`src/rtl/tts_pkg.sv`:
```
// shared types and codes for the timer table scheduler
`timescale 1ns / 1ps
package tts_pkg;
	localparam int unsigned ID_W = 32;
	localparam int unsigned MAX_FIRE = 16;

	typedef enum logic [1:0] {
		OP_ARM     = 2'd0,
		OP_CANCEL  = 2'd1,
		OP_SERVICE = 2'd2,
		OP_BAD     = 2'd3
	} op_t;

	typedef enum logic [2:0] {
		ST_ARMED     = 3'd0,
		ST_FULL      = 3'd1,
		ST_CANCELLED = 3'd2,
		ST_NOT_FOUND = 3'd3,
		ST_FIRED     = 3'd4,
		ST_NONE_DUE  = 3'd5
	} status_t;

	typedef struct packed {
		logic [1:0]  operation;
		logic [47:0] deadline;
		logic [47:0] period;
		logic [31:0] timer_id;
		logic [47:0] time_now;
	} in_word_t;

	typedef struct packed {
		logic [2:0]  status;
		logic [31:0] result_id;
		logic        last;
		logic        has_deadline;
		logic [47:0] earliest_deadline;
	} out_word_t;

	// request to the remainder unit and its answer
	typedef struct packed {
		logic start;
		logic busy;
		logic done;
	} div_ctl_t;
endpackage

```
`src/rtl/tts_rem.sv`:
```
// iterative restoring remainder unit, one quotient bit per cycle
`timescale 1ns / 1ps
module tts_rem #(
	parameter int unsigned W = 48
) (
	input  logic         clk,
	input  logic         arst_n,
	input  logic         start,
	input  logic [W-1:0] num,
	input  logic [W-1:0] den,
	output tts_pkg::div_ctl_t ctl,
	output logic [W-1:0] rem
);
	localparam int unsigned CW = $clog2(W + 1);
	logic [W-1:0] num_q;
	logic [W-1:0] den_q;
	logic [W:0]   acc_q;
	logic [CW-1:0] cnt_q;
	logic          busy_q;
	logic          done_q;
	logic [W:0]    trial;
	logic [W:0]    diff;

	assign trial = {acc_q[W-1:0], num_q[W-1]};
	assign diff  = trial - {1'b0, den_q};

	always_ff @(posedge clk or negedge arst_n) begin
		if (!arst_n) begin
			busy_q <= 1'b0;
			done_q <= 1'b0;
			cnt_q  <= '0;
		end else begin
			done_q <= 1'b0;
			if (start) begin
				busy_q <= 1'b1;
				cnt_q  <= CW'(W);
			end else if (busy_q) begin
				cnt_q <= cnt_q - 1'b1;
				if (cnt_q == CW'(1)) begin
					busy_q <= 1'b0;
					done_q <= 1'b1;
				end
			end
		end
	end

	always_ff @(posedge clk) begin
		if (start) begin
			num_q <= num;
			den_q <= den;
			acc_q <= '0;
		end else if (busy_q) begin
			num_q <= {num_q[W-2:0], 1'b0};
			acc_q <= diff[W] ? trial : diff;
		end
	end

	assign ctl.start = start;
	assign ctl.busy  = busy_q;
	assign ctl.done  = done_q;
	assign rem       = acc_q[W-1:0];
endmodule

```
`config.mk`:
```
export PLATFORM = sky130hd
export DESIGN_NAME = tts_rem
export DESIGN_NICKNAME = d
export VERILOG_FILES = /design/src/rtl/tts_pkg.sv /design/src/rtl/tts_rem.sv
export SDC_FILE = /design/constraint.sdc
export NUM_CORES = 1
export LEC_CHECK = 0
export BUFFER_PORTS_ARGS = -buffer_cell sky130_fd_sc_hd__buf_4
export CAP_MARGIN = 10
export CORE_MARGIN = 10
export CORE_UTILIZATION = 46
export DETAILED_ROUTE_END_ITERATION = 12
export HOLD_SLACK_MARGIN = 0.1
export PLACE_DENSITY_LB_ADDON = 0.05
export SKIP_LAST_GASP = 1
export SLEW_MARGIN = 15
export SYNTH_ARGS = -nofsm -noshare
export SYNTH_HDL_FRONTEND = slang
export SYNTH_SLANG_ARGS = --single-unit
```
`constraint.sdc`:
```
create_clock -name clk -period 5.1 [get_ports clk]
set_clock_uncertainty 0.1 [all_clocks]
set_input_delay 0.765 -clock clk [delete_from_list [all_inputs] [get_ports clk]]
set_output_delay 0.765 -clock clk [all_outputs]
set_load 0.005 [all_outputs]
```
==> flow_summary.ini <==
[clocking]
ctsHtreeMaxLevel = 4
post-cts-setup-buffers = 0
clockBufferDepth = 2
cts.sinks = 152
cts_buffers = 17
cts_tree = built
cts_root_buf = clkbuf_16
postCtsResizedCells = 0
clk_latency_ns = 0.43
cts_hold_buf = 1
clkSlewWorstSetupHoldPaths_ns = 0.07

[synthesis]
synth_mux_area_share_pct = 7.116
synth_top_area_share_pct = 31.59
synth.area.top_cells = edfxtp_1, dfxtp_1, ha_1, mux2_2, nor2_1
synth_compound_area_share_pct = 20.72
synth_xor_area_share_pct = 4.319
yosys_most_used_dff = edfxtp_1
synthCells = 893
syn_area_per_cell_sq_um = 10.22
synthAdderAreaFrac_pct = 7.075
synth_top_family_by_area = compound AO/OA/AOI/OAI gates
netlist_area_sq_um = 9125
yosys_warnings = 0
ys_seq_elements = 152
synthArstFlopShare_pct = 5.263
synth_cell_types = 73
synth_area_leader_cell = edfxtp_1
synth-simple-area-share_pct = 11.07
synth_edf_count = 96
synth_fp_nets = 1043
yosysSeqAreaShare_pct = 44.32

[critical_path]
crit_type = register to register
path_max_fanout = 16
slowest_stage = o211a_1
cp.buffers_inverters = 2
slowest_delay_ns = 0.80
cp_cell_sequence = inv_1, ha_1, inv_1, fa_1, a211oi_2, o211ai_2, a32o_1, nor2_2, a211o_1, a211o_1, o211a_1, a31oi_1, a211oi_2
worstPathArrival_ns = 4.07
cp-end-kind = register
critPathLaunchType = register
crit_required_ns = 5.34
crit_family = compound AO/OA/AOI/OAI gates

[grt]
grt_use_total_pct = 17.55
grt_first_pass_wirelength_um = 37170
grt_use_met1_pct = 22.73
grt_max_degree = 93
antenna_found_initial = 1
grt.busiest_layer = met2
grt_pass1_vias = 7137
grt-ovfl-total = 0
use_met3_pct = 5.675
met2_usage_pct = 27.82

[route]
num_vias = 6915
drcViolationCount = 0
wl_um = 22420
vias_per_cell = 5.303
dr.pass1.iters = 5
drt-initial-drc-count = 320
routedWlPerCell_um = 17.19
ant_nets = 0

[sta]
setup_viol = 0
slew_headroom_pct = 29.36
maxSlewViolCount = 0
setup_slack_ns = 1.269
fin_tns_setup_ns = 0
worstMarginPinSlew_ns = 1.058
rsz0062_at_grt = no
hold_violations = 0
fmaxAchievable_mhz = 261.0
timing.final.crit_period_ns = 3.831
finalCritPeriodShare_pct = 75.11

[die]
die_area_sq_um = 25870
core-area_sq_um = 19460
die_w_um = 160.8
rows = 51
initial_core_util_pct = 46.89
dieHeight_um = 160.8
pin_count = 150

[cells_and_area]
final_common_cell = buf_4
fin_util_pct = 56.38
regArea_sq_um = 4045
multi_input_area_sq_um = 4598
final_cell_mix = buf_4, nor2_1, edfxtp_1
drive_gt1_share_pct = 28.71
fill_cells = 1789
stdcell_count = 1304
area_delta_synth_final_pct = 20.25
layout.nets = 1175

[status]
outcome = completed

[placed_design]
place_ws_ns = 1.282
place_congestion = 0.8498
port_buffers = 149
post-dp-hpwl_um = 16290
dp_cells = 1270

[min_path]
hold_path.class = register to register

[power_and_ir_drop]
ir_worst_vdd_mv = 0.2405
power.leakage_nw = 4.729
pwr_density_cell_nw_per_um2 = 516.9

[run]
drv_cap = 0
## cell type report
type,instances,area share [%]
Timing Repair Buffer,155,10.66
Antenna cell,1,0.02281
Clock buffer,18,3.911
Multi-Input combinational cell,634,41.90
Inverter,65,2.223
Sequential cell,152,36.86
Clock inverter,14,1.391
Tap cell,265,3.022
## stage by stage
stage	instance area [sq um]	hold slack (ns)	power [W]
floorplan	9125	0.3694	0.003736
global placement	10380	0.3822	0.004418
detailed placement	10380	0.3783	0.004422
CTS	10970	0.3855	0.005730
global route	10970	0.3789	0.006101
finish	10970	0.3913	0.005672
## power by group
part / switching, W / total [W] / leakage [nW] / internal, W
clock network: 0.000584 / 0.00128 / 0.289 / 0.000696
logic: 0.00145 / 0.00261 / 2.98 / 0.00116
registers: 0.000222 / 0.00178 / 1.46 / 0.00156
total: 0.00226 / 0.00567 / 4.73 / 0.00341
## worst paths after layout
path	slack (ns)	start	to	cells past startpoint
max reg2reg	1.27	num_q[47]	acc_q[5]	13
max in group asynchronous	4.17	arst_n	busy_q	2
max	1.27	num_q[47]	acc_q[5]	13
min	0.39	acc_q[30]	acc_q[30]	2
min reg2reg	0.39	acc_q[30]	acc_q[30]	2
min in group asynchronous	0.59	arst_n	cnt_q[5]	2
## layer usage
metal / vias up / share of wire (%)
li1: 3514 / -
met1: 3260 / 47
met2: 128 / 46
met3: 13 / 6.0
met4: 0 / 0.90
met5: - / 0
## cell usage after synthesis, drive strengths merged, types with 8 or more instances
cell	count
nor2b	8
xor2	20
edfxtp	96
buf	17
o21ai	48
mux2	47
a211oi	41
clkbuf	25
nand4	10
nor2	98
a21o	22
a31oi	9
ha	50
dfxtp	48
mux2i	12
nand2	55
dfrtp	8
nand3	15
xnor2	25
a21oi	88
o21bai	10
inv	65
## logic make-up (layout without fill, tap and decap cells)
family          Yosys count  in the layout
simple gates            221            221
buf+inv                 107            252
xor+xnor                 45             45
compound gates          258            258
flops                   152            152
other cells               0              1
fa+ha+maj                51             51
mux                      59             59
## worst register-to-register path, stage by stage (launching register included)
cell,delay (ns)
edfxtp_1,0.39
inv_1,0.07
ha_1,0.15
inv_1,0.05
fa_1,0.44
a211oi_2,0.26
o211ai_2,0.16
a32o_1,0.27
nor2_2,0.17
a211o_1,0.20
a211o_1,0.20
o211a_1,0.80
a31oi_1,0.22
a211oi_2,0.27
## flip-flops by register name, summed over array words and instances, names as in the netlist
signal  count
acc_q      48
den_q      48
num_q      48
cnt_q       6
busy_q      1
done_q      1
Power figures use the tool's default switching activity.
